## src/rtl/pas_pkg.sv

```systemverilog
// ----------------------------------------------------------------------------
// pas_pkg
// Shared types, constants and the arctangent table of the angle simplifier.
// ----------------------------------------------------------------------------
`default_nettype none

package pas_pkg;

    // coordinate, difference and cordic datapath widths
    localparam int COORD_W = 24;
    localparam int DIFF_W  = COORD_W + 1;
    localparam int FRAC_X  = 8;
    localparam int VEC_W   = 36;
    localparam int ANG_W   = 26;
    localparam int DIR_W   = 16;
    localparam int TAB_W   = 22;

    // micro-rotation index covers the whole arctangent table
    localparam int TAB_DEPTH = 24;
    localparam int STEP_W    = 5;

    // quarter turn in extended angle units (binary angle times 256)
    localparam logic signed [ANG_W-1:0] QUARTER_TURN = ANG_W'(4194304);
    localparam logic signed [ANG_W-1:0] ROUND_HALF   = ANG_W'(128);

    // sequencer states
    typedef enum logic [1:0] {
        ST_IDLE,
        ST_ROT,
        ST_DONE
    } pas_state_t;

    // outline tracking phase
    typedef enum logic [1:0] {
        PH_NONE,
        PH_ONE,
        PH_TRACK
    } pas_phase_t;

    // control from the sequencer to the cordic unit
    typedef struct packed {
        logic              load;
        logic              rotate;
        logic [STEP_W-1:0] step;
    } pas_cordic_ctl_t;

    // status from the tracking unit to the sequencer
    typedef struct packed {
        logic             skip_rot;
        logic             keep;
        logic [DIR_W-1:0] dir;
    } pas_trk_sts_t;

    // atan(2^-i) in units of 1/256 binary angle, rounded
    function automatic logic [TAB_W-1:0] atan_val(input logic [STEP_W-1:0] idx);
        logic [TAB_W-1:0] v;
        case (idx)
            5'd0:    v = TAB_W'(2097152);
            5'd1:    v = TAB_W'(1238021);
            5'd2:    v = TAB_W'(654136);
            5'd3:    v = TAB_W'(332050);
            5'd4:    v = TAB_W'(166669);
            5'd5:    v = TAB_W'(83416);
            5'd6:    v = TAB_W'(41718);
            5'd7:    v = TAB_W'(20860);
            5'd8:    v = TAB_W'(10430);
            5'd9:    v = TAB_W'(5215);
            5'd10:   v = TAB_W'(2608);
            5'd11:   v = TAB_W'(1304);
            5'd12:   v = TAB_W'(652);
            5'd13:   v = TAB_W'(326);
            5'd14:   v = TAB_W'(163);
            5'd15:   v = TAB_W'(81);
            5'd16:   v = TAB_W'(41);
            5'd17:   v = TAB_W'(20);
            5'd18:   v = TAB_W'(10);
            5'd19:   v = TAB_W'(5);
            5'd20:   v = TAB_W'(3);
            5'd21:   v = TAB_W'(1);
            5'd22:   v = TAB_W'(1);
            default: v = '0;
        endcase
        return v;
    endfunction

endpackage

`default_nettype wire

```

## src/rtl/pas_cordic.sv

```systemverilog
// ----------------------------------------------------------------------------
// pas_cordic
// Vectoring cordic datapath: one micro-rotation per cycle on shared adders.
// ----------------------------------------------------------------------------
`default_nettype none

module pas_cordic
    import pas_pkg::*;
(
    input  wire                             clk,
    input  wire pas_cordic_ctl_t            ctl,
    input  wire logic signed [DIFF_W-1:0]   dx,
    input  wire logic signed [DIFF_W-1:0]   dy,
    output logic signed [ANG_W-1:0]         z_out
);

    logic signed [VEC_W-1:0] x_reg, x_next;
    logic signed [VEC_W-1:0] y_reg, y_next;
    logic signed [ANG_W-1:0] z_reg, z_next;

    logic signed [VEC_W-1:0] dx_ext;
    logic signed [VEC_W-1:0] dy_ext;
    logic signed [VEC_W-1:0] xs;
    logic signed [VEC_W-1:0] ys;
    logic signed [ANG_W-1:0] a_ext;
    logic                    y_pos;

    // scaled differences
    assign dx_ext = {{(VEC_W-DIFF_W-FRAC_X){dx[DIFF_W-1]}}, dx, {FRAC_X{1'b0}}};
    assign dy_ext = {{(VEC_W-DIFF_W-FRAC_X){dy[DIFF_W-1]}}, dy, {FRAC_X{1'b0}}};

    // shifted terms and table angle for the current step
    assign xs    = x_reg >>> ctl.step;
    assign ys    = y_reg >>> ctl.step;
    assign a_ext = $signed({{(ANG_W-TAB_W){1'b0}}, atan_val(ctl.step)});
    assign y_pos = !y_reg[VEC_W-1] && (y_reg != '0);

    // load with quarter-turn prerotation, or one micro-rotation
    always_comb
    begin
        x_next = x_reg;
        y_next = y_reg;
        z_next = z_reg;
        if (ctl.load)
        begin
            if (dx[DIFF_W-1])
            begin
                if (!dy[DIFF_W-1])
                begin
                    x_next = dy_ext;
                    y_next = -dx_ext;
                    z_next = QUARTER_TURN;
                end
                else
                begin
                    x_next = -dy_ext;
                    y_next = dx_ext;
                    z_next = -QUARTER_TURN;
                end
            end
            else
            begin
                x_next = dx_ext;
                y_next = dy_ext;
                z_next = '0;
            end
        end
        else if (ctl.rotate)
        begin
            if (y_pos)
            begin
                x_next = x_reg + ys;
                y_next = y_reg - xs;
                z_next = z_reg + a_ext;
            end
            else
            begin
                x_next = x_reg - ys;
                y_next = y_reg + xs;
                z_next = z_reg - a_ext;
            end
        end
    end

    // datapath registers
    always_ff @(posedge clk)
    begin
        x_reg <= x_next;
        y_reg <= y_next;
        z_reg <= z_next;
    end

    assign z_out = z_reg;

endmodule

`default_nettype wire

```

## src/rtl/pas_track.sv

```systemverilog
// ----------------------------------------------------------------------------
// pas_track
// Outline tracking: previous vertex, reference direction, threshold decision.
// ----------------------------------------------------------------------------
`default_nettype none

module pas_track
    import pas_pkg::*;
(
    input  wire                             clk,
    input  wire                             rst_n,
    input  wire                             cfg_we,
    input  wire logic [DIR_W-1:0]           cfg_wdata,
    input  wire                             capture,
    input  wire logic [COORD_W-1:0]         cx,
    input  wire logic [COORD_W-1:0]         cy,
    input  wire                             first,
    input  wire                             commit,
    input  wire logic signed [ANG_W-1:0]    z_in,
    output logic signed [DIFF_W-1:0]        dx,
    output logic signed [DIFF_W-1:0]        dy,
    output pas_trk_sts_t                    sts
);

    logic [DIR_W-1:0]   min_delta_reg;
    logic [COORD_W-1:0] prev_x_reg;
    logic [COORD_W-1:0] prev_y_reg;
    logic [DIR_W-1:0]   ref_reg, ref_next;
    pas_phase_t         phase_reg, phase_next;
    logic [COORD_W-1:0] cur_x_reg;
    logic [COORD_W-1:0] cur_y_reg;
    logic               new_reg;
    logic               zero_reg;

    logic               start_new;
    logic signed [ANG_W-1:0] z_rnd;
    logic [DIR_W-1:0]   dir;
    logic [DIR_W-1:0]   diff;
    logic [DIR_W:0]     mag;
    logic               keep;

    // differences against the previous vertex
    assign dx = $signed({cx[COORD_W-1], cx}) - $signed({prev_x_reg[COORD_W-1], prev_x_reg});
    assign dy = $signed({cy[COORD_W-1], cy}) - $signed({prev_y_reg[COORD_W-1], prev_y_reg});
    assign start_new = first || (phase_reg == PH_NONE);

    // rounded direction, zero for a new outline or a repeated vertex
    assign z_rnd = z_in + ROUND_HALF;
    assign dir   = (new_reg || zero_reg) ? '0 : z_rnd[DIR_W+FRAC_X-1:FRAC_X];

    // wrapped difference magnitude against the reference
    assign diff = ref_reg - dir;
    assign mag  = diff[DIR_W-1] ? ((DIR_W+1)'(1 << DIR_W) - {1'b0, diff}) : {1'b0, diff};

    // keep decision and state update
    always_comb
    begin
        keep       = 1'b1;
        ref_next   = ref_reg;
        phase_next = phase_reg;
        if (new_reg)
        begin
            phase_next = PH_ONE;
        end
        else if (phase_reg == PH_ONE)
        begin
            ref_next   = dir;
            phase_next = PH_TRACK;
        end
        else if (mag < {1'b0, min_delta_reg})
        begin
            keep = 1'b0;
        end
        else
        begin
            ref_next = dir;
        end
    end

    assign sts.skip_rot = start_new;
    assign sts.keep     = keep;
    assign sts.dir      = dir;

    // control and tracking state
    always_ff @(posedge clk or negedge rst_n)
    begin
        if (!rst_n)
        begin
            min_delta_reg <= '0;
            prev_x_reg    <= '0;
            prev_y_reg    <= '0;
            ref_reg       <= '0;
            phase_reg     <= PH_NONE;
        end
        else
        begin
            if (cfg_we)
            begin
                min_delta_reg <= cfg_wdata;
            end
            if (commit)
            begin
                prev_x_reg <= cur_x_reg;
                prev_y_reg <= cur_y_reg;
                ref_reg    <= ref_next;
                phase_reg  <= phase_next;
            end
        end
    end

    // captured vertex
    always_ff @(posedge clk)
    begin
        if (capture)
        begin
            cur_x_reg <= cx;
            cur_y_reg <= cy;
            new_reg   <= start_new;
            zero_reg  <= (dx == '0) && (dy == '0);
        end
    end

endmodule

`default_nettype wire

```

## src/rtl/polyline_angle_simplifier.sv

```systemverilog
// ----------------------------------------------------------------------------
// polyline_angle_simplifier
// Keep or drop decision for each outline vertex by segment direction change.
// ----------------------------------------------------------------------------
// Each vertex is loaded into the cordic, then runs min(CORDIC_STEPS,24)
// micro-rotations, one per cycle on the shared cordic adders, and ends
// with rounding and the threshold compare.
// The first vertex of an outline skips the rotations.
// The input is not ready while a vertex is in work; a finished result sits
// in the output register and the next vertex is taken while it waits.
// The user must write min_delta through cfg_we/cfg_wdata only while the block is idle (not enforced).
`default_nettype none

module polyline_angle_simplifier
    import pas_pkg::*;
#(
    parameter int CORDIC_STEPS = 16
)
(
    input  wire                 clk,
    input  wire                 rst_n,
    input  wire                 cfg_we,
    input  wire logic [15:0]    cfg_wdata,
    input  wire                 s_axis_tvalid,
    output logic                s_axis_tready,
    input  wire logic [47:0]    s_axis_tdata,   // x_coord[23:0], y_coord[47:24]
    input  wire logic           s_axis_tuser,   // first_vertex
    output logic                m_axis_tvalid,
    input  wire                 m_axis_tready,
    output logic [15:0]         m_axis_tdata,   // direction[15:0]
    output logic                m_axis_tuser    // keep
);

    localparam int NSTEPS = (CORDIC_STEPS > TAB_DEPTH) ? TAB_DEPTH : CORDIC_STEPS;
    localparam logic [STEP_W-1:0] LAST_STEP = STEP_W'(NSTEPS - 1);

    pas_state_t        state_reg, state_next;
    logic [STEP_W-1:0] step_reg, step_next;
    logic              ov_reg, ov_next;
    logic [DIR_W-1:0]  odir_reg;
    logic              okeep_reg;

    pas_cordic_ctl_t         cctl;
    pas_trk_sts_t            sts;
    logic signed [DIFF_W-1:0] dx;
    logic signed [DIFF_W-1:0] dy;
    logic signed [ANG_W-1:0]  z_val;
    logic                    in_xfer;
    logic                    commit;

    assign s_axis_tready = (state_reg == ST_IDLE);
    assign in_xfer       = s_axis_tvalid && s_axis_tready;

    // sequencer
    always_comb
    begin
        state_next  = state_reg;
        step_next   = step_reg;
        cctl.load   = 1'b0;
        cctl.rotate = 1'b0;
        cctl.step   = step_reg;
        commit      = 1'b0;
        case (state_reg)
            ST_IDLE:
            begin
                step_next = '0;
                if (in_xfer)
                begin
                    cctl.load  = 1'b1;
                    state_next = sts.skip_rot ? ST_DONE : ST_ROT;
                end
            end
            ST_ROT:
            begin
                cctl.rotate = 1'b1;
                step_next   = step_reg + STEP_W'(1);
                if (step_reg == LAST_STEP)
                begin
                    state_next = ST_DONE;
                end
            end
            ST_DONE:
            begin
                if (!ov_reg || m_axis_tready)
                begin
                    commit     = 1'b1;
                    state_next = ST_IDLE;
                end
            end
            default:
            begin
                state_next = ST_IDLE;
            end
        endcase
    end

    // output valid
    always_comb
    begin
        ov_next = ov_reg;
        if (commit)
        begin
            ov_next = 1'b1;
        end
        else if (m_axis_tready)
        begin
            ov_next = 1'b0;
        end
    end

    always_ff @(posedge clk or negedge rst_n)
    begin
        if (!rst_n)
        begin
            state_reg <= ST_IDLE;
            step_reg  <= '0;
            ov_reg    <= 1'b0;
        end
        else
        begin
            state_reg <= state_next;
            step_reg  <= step_next;
            ov_reg    <= ov_next;
        end
    end

    // result register
    always_ff @(posedge clk)
    begin
        if (commit)
        begin
            odir_reg  <= sts.dir;
            okeep_reg <= sts.keep;
        end
    end

    assign m_axis_tvalid = ov_reg;
    assign m_axis_tdata  = odir_reg;
    assign m_axis_tuser  = okeep_reg;

    pas_track u_track (
        .clk       (clk),
        .rst_n     (rst_n),
        .cfg_we    (cfg_we),
        .cfg_wdata (cfg_wdata),
        .capture   (in_xfer),
        .cx        (s_axis_tdata[23:0]),
        .cy        (s_axis_tdata[47:24]),
        .first     (s_axis_tuser),
        .commit    (commit),
        .z_in      (z_val),
        .dx        (dx),
        .dy        (dy),
        .sts       (sts)
    );

    pas_cordic u_cordic (
        .clk   (clk),
        .ctl   (cctl),
        .dx    (dx),
        .dy    (dy),
        .z_out (z_val)
    );

endmodule

`default_nettype wire

```

## config.mk

```make
export PLATFORM = sky130hd
export DESIGN_NAME = polyline_angle_simplifier
export DESIGN_NICKNAME = d
export VERILOG_FILES = /design/src/rtl/pas_pkg.sv /design/src/rtl/pas_cordic.sv /design/src/rtl/pas_track.sv /design/src/rtl/polyline_angle_simplifier.sv
export SDC_FILE = /design/constraint.sdc
export NUM_CORES = 1
export LEC_CHECK = 0
export ABC_AREA = 1
export BUFFER_PORTS_ARGS = -buffer_cell sky130_fd_sc_hd__buf_4
export CORE_UTILIZATION = 55
export CTS_CLUSTER_SIZE = 12
export DETAILED_ROUTE_END_ITERATION = 12
export PLACE_DENSITY = 0.71
export SYNTH_ARGS = -nofsm -noshare
export SYNTH_HDL_FRONTEND = slang
export SYNTH_SLANG_ARGS = --single-unit
export TNS_END_PERCENT = 1
```

## constraint.sdc

```tcl
create_clock -name clk -period 6.33 [get_ports clk]
set_clock_uncertainty 0.2 [all_clocks]
set_input_delay 0.3165 -clock clk [delete_from_list [all_inputs] [get_ports clk]]
set_output_delay 0.3165 -clock clk [all_outputs]
set_load 0.05 [all_outputs]
```

==> impl_metrics.py, run 1 <==
metrics = {
    "setup_path": {
        "path_common_cell": "nand2_1",
        "worst_path_max_delay_cell": "inv_2",
        "crit_arrival_ps": 5800,
        "cp-start-kind": "flip-flop",
        "path_delay_family": "compound AO/OA/AOI/OAI gates",
        "cp-end-kind": "flip-flop",
        "crit_required_ps": 6430,
        "path_cells": "inv_2, nand2_1, nand3_1, nand3_1, nand3_1, nand2_1, nand2_1, nand3_1, ha_1, nor2_1, xnor2_1, inv_1, ha_1, nand2_1, o21ai_0, a21oi_1, o21ai_0, a21boi_0, o21ai_0, a31oi_1, xnor2_1, nand2_1, nand2_1",
        "critical_path_buf_inv_count": 2,
        "criticalPathCategory": "flip-flop to flip-flop",
        "cpPeakStageDelay_ps": 520,
        "critPathMaxFanout": 37,
    },
    "timing": {
        "setup_viol": 0,
        "maxSlewHeadroom_pct": 32.2,
        "finalCriticalPeriod_ps": 5700,
        "worstMarginPinSlew_ps": 1020,
        "final.setup.tns_ps": 0,
        "hold_violations": 0,
        "setup_ws_ps": 633,
        "fmax_mhz": 176,
        "drv_slew": 0,
        "post-route-period-util_pct": 90.0,
        "rsz0062_at_grt": "no",
    },
    "floorplan": {
        "die_y_um": 224,
        "initial_utilization_pct": 55.6,
        "num_io_pins": 89,
        "rows": 81,
        "die-area_um2": 50200,
        "die_x_um": 224,
        "core_um2": 48800,
    },
    "finish": {
        "fin_area_um2": 30300,
        "post-route-util_pct": 62.0,
        "fill_cells": 4680,
        "drive_gt1_share_pct": 6.18,
        "regArea_um2": 7150,
        "multi_input_area_um2": 17500,
        "fin_nets": 4571,
        "area_delta_synth_final_pct": 11.6,
        "n_antenna_cell": 0,
    },
    "logic_synthesis": {
        "synth_cells": 4191,
        "synth_edf_count": 163,
        "syn_area_um2": 27100,
        "yosysSeqAreaShare_pct": 26.3,
        "synth.top_cell.area_share_pct": 18.0,
        "synth_cell_type_count": 62,
        "yosys.area.top_type": "edfxtp_1",
        "synthFlopType": "edfxtp_1",
        "syn_avg_cell_area_um2": 6.48,
        "syn-num-nets": 4452,
        "ys_warn_count": 0,
        "synth.area.top_cells": "edfxtp_1 18%, nand2_1 16%, nand3_1 10%, ha_1 8.5%, dfrtp_1 8.3%",
        "async_flop_share_pct": 35.6,
        "ys_ff_latch": 253,
    },
    "detailed_routing": {
        "viasPerCell": 5.78,
        "drc": 0,
        "drt-total-wl_mm": 89.6,
        "wl_per_cell_um": 17.9,
        "first_pass_iters": 6,
        "vias": 28900,
        "drt_iter0_markers": 3332,
        "drtAntennaViolNets": 0,
    },
    "global_route": {
        "grt_pass1_wl_mm": 141,
        "grt_pass1_vias": 26600,
        "grtUsageTotal_pct": 35.4,
        "grt_overflow": 0,
        "antenna_found_initial": 0,
        "grt_max_degree": 71,
    },
    "clock_network": {
        "root_buffer": "clkbuf_16",
        "cts.sinks": 253,
        "cts_max_path_buffers": 3,
        "post_cts_buffers": 0,
        "cts_tree": "done",
        "cts-buffers-inserted": 34,
        "clk_latency_ps": 560,
        "clk_pin_slew_ps": 60,
        "cts_htree_levels": 2,
    },
    "place": {
        "dp_hpwl_mm": 69.3,
        "pre_cts_slack_ps": 553,
        "place_congestion": 1.02,
        "place_area_um2": 28300,
        "port_buffers": 88,
    },
    "job": {
        "maxCapViolCount": 0,
    },
    "min_path": {
        "hp-class": "input port to flip-flop",
    },
    "run_status": {
        "outcome": "complete, no violations",
    },
}
[worst reg2reg max path, stage by stage, from the launching register on]
cell and delay (ps):
dfrtp_2 400, inv_2 520, nand2_1 170, nand3_1 130, nand3_1 120, nand3_1 140
nand2_1 90, nand2_1 80, nand3_1 180, ha_1 370, nor2_1 160, xnor2_1 120
inv_1 60, ha_1 350, nand2_1 110, o21ai_0 390, a21oi_1 190, o21ai_0 500
a21boi_0 300, o21ai_0 410, a31oi_1 180, xnor2_1 160, nand2_1 60, nand2_1 60
[layout make-up]
type / instances / area share [%]
Clock buffer: 48 / 3.08
Clock inverter: 14 / 0.446
Inverter: 474 / 5.89
Multi-Input combinational cell: 3326 / 57.9
Sequential cell: 253 / 23.6
Tap cell: 664 / 2.74
Timing Repair Buffer: 221 / 6.32
[path summary, 6_finish.rpt]
| kind | start | end | slack [ps] | cells past startpoint |
|---|---|---|---|---|
| max in group asynchronous | rst_n | u_track.prev_x_reg[7] | 4630 | 3 |
| hold / removal | cfg_we | u_track.min_delta_reg[1] | 20 | 2 |
| setup reg to reg | step_reg[0] | u_cordic.y_reg[27] | 630 | 23 |
| min in group asynchronous | rst_n | u_track.min_delta_reg[1] | 50 | 2 |
| setup / recovery | step_reg[0] | u_cordic.y_reg[27] | 630 | 23 |
| hold reg to reg | u_track.cur_x_reg[10] | u_track.prev_x_reg[10] | 250 | 2 |
[through the flow]
step / hold slack (ps) / cells
2_1_floorplan: -179 / 4191
3_3_place_gp: 76.5 / 4842
3_5_place_dp: 73.0 / 4842
4_1_cts: 1.55 / 5000
5_1_grt: 48.4 / 5000
6_report: 15.8 / 5000
[logic make-up after synthesis]
group / count (synthesis) / synth area share [%]
AO/OA/AOI/OAI: 745 / 15.1
XOR/XNOR: 149 / 4.81
adder cells (fa/ha/maj): 191 / 8.97
buffers and inverters: 612 / 9.07
multiplexers: 1 / 0.0415
AND/OR/NAND/NOR: 2240 / 35.6
flip-flops: 253 / 26.3
[layout by cell type, fill, tap and decap left out, types with 7 or more instances in the layout]
cell type / count
a211oi_1: 7
a21o_1: 11
a21oi_1: 291
a31oi_1: 32
buf_4: 123
clkbuf_1: 11
clkbuf_16: 34
dfrtp_1: 87
dlygate4sd3_1: 96
edfxtp_1: 163
ha_1: 185
inv_1: 461
inv_2: 10
nand2_1: 1158
nand2_2: 22
nand3_1: 552
nand3b_1: 21
nand4_1: 54
nor2_1: 316
nor2_2: 11
nor3_1: 40
nor4_1: 20
o211ai_1: 23
o21a_1: 14
o21ai_0: 286
o21ai_1: 19
o21bai_1: 12
o221ai_1: 9
o31ai_1: 10
or2_2: 25
xnor2_1: 48
xor2_1: 101
[timing repair]
item | in CTS | in global routing
setup endpoints to repair | 0 | 16
hold buffers | 96 | 0
resized for setup | 0 | 2
endpoints found under the hold margin | 94 | 0
[per-layer routing]
metal  routed length [um]  share of wire, %  vias to the layer above  global-route usage (%)
met3                 7010               7.8                      232                    4.98
met5                    0                 0                        -                       0
met2                39400                44                     1288                    55.8
li1                     -                 -                    14300                       -
met4                 4710               5.3                        0                    17.5
met1                38500                43                    13100                    47.4
[Yosys cell counts, types with 8 or more instances]
cell / instances
or2_2: 25
nand3b_1: 21
nand2_1: 1162
edfxtp_1: 163
a21oi_1: 291
clkbuf_1: 55
buf_4: 11
buf_2: 51
a21o_1: 11
xnor2_1: 48
o31ai_1: 10
o221ai_1: 9
nor2_1: 316
o21ai_0: 286
nor4_1: 20
o21a_1: 14
nor3_1: 40
inv_2: 9
ha_1: 185
buf_1: 13
o21bai_1: 12
inv_1: 464
dfrtp_1: 90
nand4_1: 54
a31oi_1: 32
nor2_2: 11
o21ai_1: 19
nand2_2: 19
xor2_1: 101
buf_6: 8
o211ai_1: 23
nand3_1: 552
Power of run 1 is not shown: default switching activity piles up to over one toggle a cycle in this logic, so the estimate is an artifact.
==> inputs of run 2 (changes only) <==
--- a/config.mk
+++ b/config.mk
@@ -7,10 +7,10 @@
 export LEC_CHECK = 0
 export ABC_AREA = 1
 export BUFFER_PORTS_ARGS = -buffer_cell sky130_fd_sc_hd__buf_4
-export CORE_UTILIZATION = 55
+export CORE_UTILIZATION = 59
 export CTS_CLUSTER_SIZE = 12
 export DETAILED_ROUTE_END_ITERATION = 12
-export PLACE_DENSITY = 0.71
+export PLACE_DENSITY = 0.75
 export SYNTH_ARGS = -nofsm -noshare
 export SYNTH_HDL_FRONTEND = slang
 export SYNTH_SLANG_ARGS = --single-unit
==> run 2 against run 1 <==
Effect of this change:
- die area shrank 6.7%
- register-to-register slack worse by 140 ps
- sequential share of layout area barely moved
- core utilization is 4.8 points higher
- maximum frequency fell by 2.3%
- clock-buffer cell count decreased by 3
- non-clock buffer count increased by 2
- routed wire length rose by 1.0%
==> impl_metrics.py, run 2 (synthesis results as in run 1) <==
metrics = {
    "finish": {
        "regArea_um2": 7150,
        "multi_input_area_um2": 17600,
        "area_delta_synth_final_pct": 11.8,
        "final_cell_mix": "1158 x nand2_1, 552 x nand3_1, 461 x inv_1, 316 x nor2_1, 291 x a21oi_1",
        "fin_nets": 4573,
        "layout_commonest_cell": "nand2_1",
        "final_cells": 4939,
        "fill_cells": 4191,
        "drive_gt1_share_pct": 6.32,
    },
    "setup_path": {
        "cp-end-kind": "flip-flop",
        "path_common_cell": "nand2_1",
        "crit_required_ps": 6600,
        "rr_startpoint": "u_cordic.z_out[7]",
        "r2r_cells": 42,
        "critPathMaxFanout": 32,
        "cpPeakStageDelay_ps": 400,
        "reg2reg_to": "u_track.ref_reg[4]",
        "r2r_setup_slack_ps": 500,
        "criticalPathCategory": "flip-flop to flip-flop",
        "cp-start-kind": "flip-flop",
        "worst_path_max_delay_cell": "edfxtp_1",
        "crit_arrival_ps": 6100,
    },
    "timing": {
        "worstMarginPinSlew_ps": 927,
        "finalCriticalPeriod_ps": 5830,
        "fmax_mhz": 171,
        "post-route-period-util_pct": 92.1,
        "timing.hold.ws_ps": 10.6,
        "final.setup.tns_ps": 0,
        "maxSlewHeadroom_pct": 38.2,
        "hold_violations": 0,
        "setup_viol": 0,
        "drv_slew": 0,
    },
    "global_route": {
        "grt_max_degree": 69,
        "grt_pass1_vias": 26800,
        "grt_overflow": 0,
        "antenna_found_initial": 1,
        "grt_pass1_wl_mm": 143,
        "grtUsageTotal_pct": 38.1,
    },
    "detailed_routing": {
        "vias": 29300,
        "drc": 0,
        "drtAntennaViolNets": 0,
        "drt_iter0_markers": 3546,
        "drt-total-wl_mm": 90.5,
        "wl_per_cell_um": 18.3,
        "first_pass_iters": 9,
        "viasPerCell": 5.94,
    },
    "clock_network": {
        "root_buffer": "clkbuf_16",
        "post_cts_buffers": 0,
        "cts_htree_levels": 2,
        "cts-buffers-inserted": 34,
        "cts_tree": "done",
        "cts.sinks": 253,
        "cts_max_path_buffers": 3,
        "clk_latency_ps": 560,
        "clk_pin_slew_ps": 60,
    },
    "min_path": {
        "hp-class": "input port to async pin",
    },
    "floorplan": {
        "die_y_um": 216,
        "core_um2": 45400,
        "initial_utilization_pct": 59.8,
        "rows": 78,
        "die-area_um2": 46900,
        "num_io_pins": 89,
        "die_x_um": 216,
    },
    "run_status": {
        "outcome": "complete, no violations",
    },
    "place": {
        "port_buffers": 88,
        "placed_cells": 4779,
        "place_congestion": 1.01,
        "dp_hpwl_mm": 68.4,
    },
    "job": {
        "maxCapViolCount": 0,
    },
}
## run 2: final cells by class
cell class	count	share of cell area, %
multi-input combinational	3326	57.9
antenna	1	0.00825
sequential	253	23.6
timing repair buffer	223	6.47
clock inverter	17	0.553
clock buffer	45	3.18
inverter	474	5.88
tap	600	2.47
## run 2: worst max-delay path by stage
stage,startpoint,to,slack (ps)
6_report,u_cordic.z_out[7],u_track.ref_reg[4],500
5_1_grt,u_cordic.z_out[9],u_track.ref_reg[3],-10
4_1_cts,u_cordic.z_out[7],u_track.ref_reg[11],490
3_5_place_dp,u_cordic.z_out[7],u_track.ref_reg[0],550
2_1_floorplan,u_cordic.z_out[9],u_track.ref_reg[1],1360
3_3_place_gp,u_cordic.z_out[7],u_track.ref_reg[14],680
## run 2: stage by stage
stage / worst slack, ps / cell area, um2 / utilization, %
6_report: 498 / 30300 / 66.9
3_5_place_dp: 547 / 28200 / 62.2
5_1_grt: -10.3 / 30300 / 66.9
2_1_floorplan: 1360 / 27100 / -
3_3_place_gp: 681 / 28200 / 62.2
4_1_cts: 487 / 30300 / 66.8
## run 2: critical path: cells and delay by family (launching register included)
family                     cells  cell delay, ps
AOI/OAI and AO/OA              7             830
xor gates and xnor gates       1             210
adders and majority gates      2             620
buffers and inverters          9             820
DFF                            1             400
and+or+nand+nor               23            2680
## run 2: per-layer routing
layer	up-vias	track usage [%]	routed length, um
met3	250	4.56	7280
met1	13300	51.0	38000
met2	1424	61.7	40900
met5	-	0	0
met4	0	16.8	4320
li1	14400	-	-
## run 2: timing repair
action	4_1_cts	5_1_grt
hold endpoints to repair	91	0
setup endpoints to repair	0	16
gates resized for setup	0	5
hold buffers	97	0
Power of run 2 is left out for the same reason.
